===== src/rtl/plid_pkg.sv =====
// shared constants and types for the plane intersection direction block
package plid_pkg;

    // result component width and wrap width of the wide arithmetic
    localparam int OUT_W = 32;
    localparam int ACC_W = 64;

    // per-item control that travels beside the datapath
    typedef struct packed {
        logic       degen;
        logic [2:0] neg;
    } ctl_t;

endpackage


===== src/rtl/plid_back.sv =====
// back pipeline: round the quotient, apply sign, add offset vector, saturate
module plid_back #(
    parameter int IN_WIDTH = 16,
    parameter int NUM_W    = 64,
    parameter int DEN_W    = 50
) (
    input  logic                                clk,
    input  logic                                rst_n,
    input  logic                                in_valid,
    output logic                                in_ready,
    input  logic [2:0][NUM_W-1:0]               quo,
    input  logic [2:0][DEN_W-1:0]               rem,
    input  logic [DEN_W-1:0]                    den,
    input  plid_pkg::ctl_t                      ctl,
    input  logic [6*IN_WIDTH-1:0]               carry,
    output logic                                out_valid,
    input  logic                                out_ready,
    output logic signed [plid_pkg::OUT_W-1:0]   dir_x,
    output logic signed [plid_pkg::OUT_W-1:0]   dir_y,
    output logic signed [plid_pkg::OUT_W-1:0]   dir_z,
    output logic                                degenerate
);
    localparam int W  = IN_WIDTH;
    localparam int CW = 6 * IN_WIDTH;
    localparam int OW = plid_pkg::OUT_W;
    localparam int AW = plid_pkg::ACC_W;

    logic                  valid_reg [2];
    logic                  rdy [3];
    logic [2:0][NUM_W-1:0] qr_nx;
    logic [2:0][NUM_W-1:0] qr_reg;
    plid_pkg::ctl_t        ctl_reg;
    logic [CW-1:0]         cb_reg;
    logic signed [OW-1:0]  dir_nx [3];
    logic signed [OW-1:0]  dir_reg [3];
    logic                  degen_reg;

    assign rdy[2] = out_ready;
    assign rdy[1] = !valid_reg[1] || rdy[2];
    assign rdy[0] = !valid_reg[0] || rdy[1];

    // round half away from zero on magnitudes
    always_comb
    begin
        for (int k = 0; k < 3; k++)
        begin
            qr_nx[k] = quo[k] + NUM_W'({rem[k], 1'b0} >= {1'b0, den});
        end
    end

    always_comb
    begin
        logic signed [W-1:0]  bu_k;
        logic signed [W-1:0]  bv_k;
        logic signed [AW-1:0] bvx;
        logic [AW-1:0]        qx;
        logic [AW-1:0]        sum;
        for (int k = 0; k < 3; k++)
        begin
            bu_k = cb_reg[k*W +: W];
            bv_k = cb_reg[(3+k)*W +: W];
            bvx  = AW'(bv_k);
            qx   = AW'(qr_reg[k]);
            sum  = ctl_reg.neg[k] ? (bvx + qx) : (bvx - qx);
            if (ctl_reg.degen)
            begin
                dir_nx[k] = OW'(bu_k);
            end
            else if (sum[AW-1:OW-1] == '0 || sum[AW-1:OW-1] == '1)
            begin
                dir_nx[k] = sum[OW-1:0];
            end
            else if (sum[AW-1])
            begin
                dir_nx[k] = {1'b1, {(OW-1){1'b0}}};
            end
            else
            begin
                dir_nx[k] = {1'b0, {(OW-1){1'b1}}};
            end
        end
    end

    always_ff @(posedge clk or negedge rst_n)
    begin
        if (!rst_n)
        begin
            valid_reg[0] <= 1'b0;
            valid_reg[1] <= 1'b0;
        end
        else
        begin
            if (rdy[0])
            begin
                valid_reg[0] <= in_valid;
            end
            if (rdy[1])
            begin
                valid_reg[1] <= valid_reg[0];
            end
        end
    end

    always_ff @(posedge clk)
    begin
        if (rdy[0])
        begin
            qr_reg  <= qr_nx;
            ctl_reg <= ctl;
            cb_reg  <= carry;
        end
        if (rdy[1])
        begin
            for (int k = 0; k < 3; k++)
            begin
                dir_reg[k] <= dir_nx[k];
            end
            degen_reg <= ctl_reg.degen;
        end
    end

    assign in_ready   = rdy[0];
    assign out_valid  = valid_reg[1];
    assign dir_x      = dir_reg[0];
    assign dir_y      = dir_reg[1];
    assign dir_z      = dir_reg[2];
    assign degenerate = degen_reg;

`ifndef SYNTH
    a_degen_in_range: assert property (@(posedge clk) disable iff (!rst_n)
        valid_reg[1] && degen_reg |->
            (dir_reg[0][OW-1:W-1] == '0 || dir_reg[0][OW-1:W-1] == '1) &&
            (dir_reg[1][OW-1:W-1] == '0 || dir_reg[1][OW-1:W-1] == '1) &&
            (dir_reg[2][OW-1:W-1] == '0 || dir_reg[2][OW-1:W-1] == '1))
        else $error("degenerate result is not a sign-extended input vector");
`endif

endmodule


===== config.mk =====
export PLATFORM = sky130hd
export DESIGN_NAME = plid_back
export DESIGN_NICKNAME = d
export VERILOG_FILES = /design/src/rtl/plid_pkg.sv /design/src/rtl/plid_back.sv
export SDC_FILE = /design/constraint.sdc
export NUM_CORES = 1
export LEC_CHECK = 0
export BUFFER_PORTS_ARGS = -buffer_cell sky130_fd_sc_hd__buf_2
export CAP_MARGIN = 20
export CELL_PAD_IN_SITES_DETAIL_PLACEMENT = 0
export CELL_PAD_IN_SITES_GLOBAL_PLACEMENT = 1
export CORE_ASPECT_RATIO = 0.8
export CORE_MARGIN = 3
export CORE_UTILIZATION = 45
export CTS_BUF_LIST = sky130_fd_sc_hd__clkbuf_8
export DETAILED_ROUTE_END_ITERATION = 10
export PLACE_DENSITY_LB_ADDON = 0.1
export SYNTH_ARGS = -nofsm -noshare
export SYNTH_HDL_FRONTEND = slang
export SYNTH_SLANG_ARGS = --single-unit

===== constraint.sdc =====
create_clock -name clk -period 13.15 [get_ports clk]
set_input_delay 1.315 -clock clk [delete_from_list [all_inputs] [get_ports clk]]
set_output_delay 1.315 -clock clk [all_outputs]
set_load 0.05 [all_outputs]

# Word level (Yosys, flattened, before mapping)
# Memory sizes are Yosys's and may differ from the RTL's.
# Index checks and enable logic that the tools add are counted.
# W data, S select, Z words.
[op_classes] eq_ne=3 n_lt_le_gt_ge=3 n_addsub=9 mux=14 n_reduce_logical=10
[op_table] cell="$mux W32" count=9
[op_table] cell="$add A64 B1 Y64" count=3
[op_table] cell="$add A64 B64 Y64" count=3
[op_table] cell="$mux W64" count=3
[op_table] cell="$sub A64 B64 Y64" count=3
[op_table] cell="$ge A51 B50 Y1" count=3
[op_table] cell="$eq A33 B33 Y1 const B" count=3
[op_table] cell="$logic_not A33 Y1" count=3
[op_table] cell="$logic_or A1 B1 Y1" count=5
[op_table] cell="$logic_not A1 Y1" count=2
[op_table] cell="$mux W1" count=2
[word_totals] mem_count=1 mem_bits_rw=96 ff_bits=295 out_inout_bits=99 wordCells=49
[memory_table] memory="dir_reg" depth=3 word_bits=32 read_ports=3 rd_ports_with_merged_regs=0 wr=3 line="plid_back.sv:35" text="logic signed [OW-1:0] dir_reg [3];"

# Depth between registers and ports, before layout
# Gate-level depths: netlist (run 1).
[logic_depth] depth_word=6 depth_mapped=28 depth_no_buf=27

# Worst setup path after synthesis (run 1)
# No wires, ideal clock.
[synth_timing] kind="input port to flip-flop" start="in out_ready" end="reg cb_reg[0] (enable)" stages=1 arrival_ns=8.060 setup_slack_ns=2.066 setup_ns=3.024 cell_sequence="nand3b_1"
[synth_via] elab_chain_cells=2
[synth_rtl] item="start: declaration" line="plid_back.sv:17" text="input logic out_ready,"
[synth_rtl] item="$logic_or A1 B1 Y1" line="plid_back.sv:39" text="assign rdy[1] = !valid_reg[1] || rdy[2];"
[synth_rtl] item="$logic_or A1 B1 Y1" line="plid_back.sv:40" text="assign rdy[0] = !valid_reg[0] || rdy[1];"
[synth_rtl] item="end signal: assignment" line="plid_back.sv:110" text="cb_reg <= carry;"
[synth_rtl] item="end: declaration" line="plid_back.sv:33" text="logic [CW-1:0] cb_reg;"
# Every way passes these cells.
# A chain may end at the register's enable or synchronous reset.

==> impl_metrics.yaml, run 1 <==
clock_network:
  h-tree-depth: 3
  insertion_delay_ps: 700
  cts_hold_buf: 0
  clk_pin_slew_ps: 60
  numCtsBuffers: 69
  cts-root-buf: "clkbuf_8"
  post_cts_buffers: 0
  cts_sinks: 391
  clock_path_buffers: 3
  cts_tree: "done"
  post_cts_resized: 0
route:
  drtIter0Drc: 3333
  avgRoutedWirePerCell_um: 21.8
  vias: 36076
  wl_um: 133000
  drcViolationCount: 0
  viasPerCell: 5.89
  ant_nets: 0
  drt_first_pass_iters: 6
floorplanning:
  core_region_area_um2: 82900
  die-width_um: 331
  rows: 94
  die_area_um2: 87900
  io_pins: 595
  die_y_um: 266
  start_util_pct: 45.8
power_and_ir_drop:
  leakage_nw: 18.0
  power_density_nw_per_um2: 133
  ir_drop_mv: 0.129
critical_path:
  cp.arrival_ps: 8680
  start_kind: "register"
  crit_type: "reg -> reg"
  cp_slowest_stage_delay_ps: 1140
  critPathBufInv: 1
  required_ps: 13540
  end_kind: "register"
  critical_path.top_delay_family: "simple AND/OR/NAND/NOR gates"
  cpMaxStageDelayCell: "a2111oi_4"
  cp_max_fo: 16
  worstPathCellList: "or4_4, or4_4, nor4b_1, buf_4, and3_1, nor2b_1, nand4_1, nor4_1, nor2_1, xor2_1, ha_1, nand2_1, or3_1, nor3_1, nand2_1, o211a_1, o2111ai_1, o31ai_1, nor4b_1, nand4_1, a2111oi_4, o211ai_1"
  r2r-start: "qr_reg[3]$_DFFE_PP_"
  setup.worst_path.start: "qr_reg[3]$_DFFE_PP_"
timing:
  finalSetupViolCount: 0
  period_share_pct: 63.0
  max_slew_margin_pct: 22.9
  final.setup.tns_ps: 0
  hold_viol: 0
  rsz0062_at_grt: "no"
  fmax_ghz: 0.121
  clock_skew_ps: 43.3
  worst_slew_pin_slew_ps: 1150
  whs_ps: 412
  min_period_ps: 8280
  report.final.slew_viol_count: 0
layout:
  drive_above_1_share_pct: 15.2
  multi_input_area_um2: 25200
  area_growth_pct: 14.3
  n_fill_cell: 8080
  fin_nets: 5835
  final_util_pct: 52.4
  final_common_cell: "buf_2"
  fin_cells: 6128
  seq_area_um2: 11700
  final_cell_mix: "buf_2, a21oi_1, nor2_1"
  largest_register_ffs: 192
synth:
  synth_cells: 4402
  ys_seq_area_share_pct: 30.9
  syn-cell-area_um2: 38000
  yosysWarnings: 0
  async_flop_share_pct: 0.512
  synth.avg_cell_area_um2: 8.63
  synth_fp_nets: 5279
  ys_types: 95
  ys_ff_latch: 391
  synth-edff-count: 389
  synthFlopType: "edfxtp_1"
placed_design:
  hpwlAfterDp_um: 110000
  globalplace.congestion: 0.968
  port_buffers: 594
  placed_cells: 5991
global_route:
  grt_max_degree: 127
  grt_overflow: 0
  grt_pass1_vias: 33468
  grt_use_total_pct: 29.3
  grt_pass1_wl_um: 201000
  antenna_found_initial: 28
hold_path:
  worstHoldPathType: "in -> async"
run:
  max-cap-violations: 0
outcome:
  status: "finished clean"
-- metal layers --
layer | vias to the layer above | wire [um] | track usage (%)
li1 | 17622 | - | -
met1 | 16902 | 65500 | 45.3
met2 | 1382 | 54800 | 42.2
met3 | 148 | 10600 | 5.36
met4 | 22 | 2370 | 5.98
met5 | - | 130 | 0
-- stage by stage --
step	power, mW	area [um^2]	worst slack, ps
finish	5.79	43400	4870
global route	6.14	43400	4180
CTS	5.77	43400	4960
detailed placement	4.56	42000	4990
global placement	4.58	42000	5050
floorplan	3.73	38000	2070
-- cell families after synthesis --
logic type / Yosys count / share of synthesized area [%]
flip-flops: 391 / 30.9
buffers and inverters: 271 / 2.83
AO/OA/AOI/OAI: 1137 / 19.0
adder cells (fa/ha/maj): 381 / 12.6
XOR/XNOR: 523 / 12.1
multiplexers: 12 / 0.343
AND/OR/NAND/NOR: 1687 / 22.3
-- where the power goes --
part	total, mW	switching [mW]	leakage (nW)	internal, mW
Clock	1.19	0.539	0.756	0.647
Combinational	2.91	1.95	13.3	0.956
Sequential	1.70	0.107	3.98	1.59
Total	5.79	2.60	18.0	3.19
-- layout make-up --
class | instances | share of cell area (%)
timing repair buffer | 616 | 7.26
inverter | 140 | 1.21
tap | 1104 | 3.18
clock buffer | 72 | 2.28
antenna | 17 | 0.0980
clock inverter | 48 | 0.914
multi-input combinational | 3740 | 58.0
sequential | 391 | 27.0
-- worst paths after layout --
check | end | slack [ps] | cells after the start
worst max register to register | dir_reg[0][23]$_DFFE_PP_ | 4870 | 22
worst min-delay path | valid_reg[1]$_DFFE_PN0P_ | 410 | 1
max in group asynchronous | out_valid$_DFFE_PN0P_ | 12640 | 1
min in group clk | out_valid$_DFFE_PN0P_ | 460 | 1
worst max-delay path | dir_reg[0][23]$_DFFE_PP_ | 4870 | 22
worst min register to register | out_valid$_DFFE_PN0P_ | 460 | 1
-- synth_stat cells (7+ instances only) --
cell	count	area share, %
a21oi_1	414	5.5
nor2_1	409	4.0
nand2_1	401	4.0
edfxtp_1	389	31
ha_1	378	12
xor2_1	276	6.4
xnor2_1	247	5.7
o21ai_0	209	2.8
nand4_1	202	3.3
inv_1	140	1.4
nand3_1	128	1.7
nor3_1	122	1.6
a21o_1	103	2.0
clkbuf_1	97	0.96
and3_1	84	1.4
o211ai_1	63	1.2
nor4_1	59	0.97
a31oi_1	47	0.77
nor2b_1	47	0.77
nand2b_1	46	0.76
or3_1	45	0.74
and2_1	39	0.64
o21a_1	38	0.75
and4_1	31	0.72
o21bai_1	29	0.57
a2bb2oi_1	28	0.65
a211oi_1	23	0.45
a2111oi_0	20	0.46
o31ai_1	20	0.40
buf_2	19	0.25
or4_1	15	0.30
a21boi_0	13	0.26
o221ai_1	13	0.30
or2_2	13	0.21
a211o_1	9	0.21
nor3b_1	9	0.18
o211a_1	9	0.24
a221o_1	8	0.21
a22oi_1	8	0.16
o21ai_1	8	0.11
buf_4	7	0.14
mux2i_1	7	0.18
Power figures use the tool's default switching activity.
==> inputs of run 2 (changes only) <==
--- a/config.mk
+++ b/config.mk
@@ -11,7 +11,7 @@
 export CELL_PAD_IN_SITES_GLOBAL_PLACEMENT = 1
 export CORE_ASPECT_RATIO = 0.8
 export CORE_MARGIN = 3
-export CORE_UTILIZATION = 45
+export CORE_UTILIZATION = 41
 export CTS_BUF_LIST = sky130_fd_sc_hd__clkbuf_8
 export DETAILED_ROUTE_END_ITERATION = 10
 export PLACE_DENSITY_LB_ADDON = 0.1
==> constraint.sdc (replaced) <==
create_clock -name clk -period 6.9 [get_ports clk]
set_input_delay 0.69 -clock clk [delete_from_list [all_inputs] [get_ports clk]]
set_output_delay 0.69 -clock clk [all_outputs]
set_load 0.05 [all_outputs]
==> run 2 against run 1 <==
Against the previous run:
- routed wire length increased by 2.9%
- combinational power increased by 95%
- clock-buffer cell count unchanged
- critical endpoint is now dir_reg[0][76]$_DFFE_PP_
- sequential share of layout area decreased by 0.65 points
- utilization decreased by 3.8 points
- flip-flop and latch count unchanged
- clock skew increased by 7.8 ps
- via count increased by 0.72%
- critical path depth unchanged
==> impl_metrics.yaml, run 2 (same netlist as run 1, synthesis figures left out) <==
outcome:
  status: "finished clean"
run:
  max-cap-violations: 0
critical_path:
  ff2ff_setup_slack_ps: 310
  cp_max_fo: 14
  crit_type: "reg -> reg"
  r2r-start: "qr_reg[147]$_DFFE_PP_"
  required_ps: 7280
  cp_slowest_stage_delay_ps: 580
  start_kind: "register"
  ff2ff_path_depth: 22
  critPathBufInv: 1
  worstPathCellList: "or4_1, or4_1, nor2_2, nand4b_1, nor3b_2, and3b_2, a21oi_1, xor2_1, ha_1, a21oi_1, o21ai_1, a221o_1, nand2b_1, or4b_1, a311oi_2, xnor2_1, or3_1, nor4_1, and3_2, nor2b_1, buf_4, a2bb2oi_1"
  r2r_end: "dir_reg[0][76]$_DFFE_PP_"
  cp.arrival_ps: 6960
  cpMaxStageDelayCell: "or4_1"
  critical_path.top_delay_family: "simple AND/OR/NAND/NOR gates"
  end_kind: "register"
route:
  drtIter0Drc: 3361
  drcViolationCount: 0
  drt_first_pass_iters: 8
  avgRoutedWirePerCell_um: 21.6
  wl_um: 137000
  vias: 36334
  ant_nets: 0
  viasPerCell: 5.73
floorplanning:
  core_region_area_um2: 91500
  io_pins: 595
  rows: 99
  start_util_pct: 41.5
  die_area_um2: 96300
  die-width_um: 346
  die_y_um: 278
placed_design:
  port_buffers: 594
  globalplace.congestion: 0.989
  dpl_cell_area_um2: 42800
  hpwlAfterDp_um: 114000
layout:
  largest_register_ffs: 192
  area_growth_pct: 17.2
  final_util_pct: 48.6
  fin_nets: 5919
  final_cell_mix: "buf_2, a21oi_1, nor2_1"
  drive_above_1_share_pct: 17.2
  design_area_um2: 44500
  n_fill_cell: 9121
  final_common_cell: "buf_2"
timing:
  worst_slew_pin_slew_ps: 1080
  clock_skew_ps: 51.1
  max_slew_margin_pct: 28.1
  report.final.slew_viol_count: 0
  min_period_ps: 6590
  period_share_pct: 95.5
  hold_viol: 0
  whs_ps: 188
  finalSetupViolCount: 0
  fmax_ghz: 0.152
  final.setup.tns_ps: 0
clock_network:
  clock_path_buffers: 3
  cts_sinks: 391
  cts_tree: "done"
  clk_pin_slew_ps: 70
  h-tree-depth: 3
  insertion_delay_ps: 670
  cts-root-buf: "clkbuf_8"
  numCtsBuffers: 70
power_and_ir_drop:
  power_density_nw_per_um2: 251
  leakage_nw: 18.5
  power_mw: 11.1
  ir_drop_mv: 0.179
global_route:
  grt_overflow: 0
  grt_pass1_wl_um: 206000
  antenna_found_initial: 49
  grt_use_total_pct: 27.4
  grt_pass1_vias: 34205
  grt_max_degree: 144
hold_path:
  min_to: "cb_reg[6]$_DFFE_PP_"
  worstHoldPathType: "in -> reg"
  hp-start: "carry[6]"
  hold-path-cell-count: 1
## run 2: repair_timing
item	CTS	global route
hold buffers	1	0
setup buffers	0	5
gates cloned	0	0
pin swaps	0	4
endpoints found under the setup margin	31	93
gates resized for setup	2	43
endpoints found under the hold margin	2	0
## run 2: worst max path at each step
stage                                      from                        to  slack, ps  cells past startpoint
after detailed placement    qr_reg[3]$_DFFE_PP_  dir_reg[0][24]$_DFFE_PP_        -60                     24
after CTS                   qr_reg[3]$_DFFE_PP_  dir_reg[0][29]$_DFFE_PP_         10                     26
after global placement      qr_reg[3]$_DFFE_PP_  dir_reg[0][19]$_DFFE_PP_        -80                     24
after global routing        qr_reg[5]$_DFFE_PP_   dir_reg[0][1]$_DFFE_PP_        -70                     23
after floorplan                       out_ready       cb_reg[0]$_DFFE_PP_      -3570                      1
final                     qr_reg[147]$_DFFE_PP_  dir_reg[0][76]$_DFFE_PP_        310                     22
## run 2: worst reg2reg max path: cells and delay by family (launching register included)
family	cells	cell delay, ps
AND/OR/NAND/NOR	12	3690
AO/OA/AOI/OAI	6	1360
flip-flops	1	410
adder cells (fa/ha/maj)	1	400
XOR/XNOR	2	270
buffers and inverters	1	190
## run 2: layer usage
layer | up-vias | share of wire, % | routed length (um) | global-route usage (%)
met5 | - | 0.12 | 163 | 0.340
li1 | 17848 | - | - | -
met4 | 20 | 2.1 | 2910 | 6.56
met1 | 16921 | 48 | 66200 | 40.7
met2 | 1359 | 40 | 55400 | 38.9
met3 | 186 | 9.2 | 12600 | 7.67
## run 2: layout make-up
cell class	instances	area (um^2)	area share (%)
Timing Repair Buffer	699	3890	8.75
Clock inverter	49	347	0.779
Clock buffer	72	991	2.23
Inverter	140	526	1.18
Multi-Input combinational cell	3740	25400	57.1
Antenna cell	41	103	0.231
Tap cell	1212	1520	3.41
Sequential cell	391	11700	26.4
## run 2: power breakdown
part	internal, mW	switching [mW]
registers	3.03	0.257
logic	1.93	3.75
clock network	1.16	1.02
total	6.12	5.02
## run 2: per-stage QoR
stage,instances,worst slack (ps)
2_1_floorplan,4402,-3570
3_3_place_gp,6176,-76.7
3_5_place_dp,6176,-61.1
4_1_cts,6298,12.2
5_1_grt,6331,-67.5
6_report,6344,311
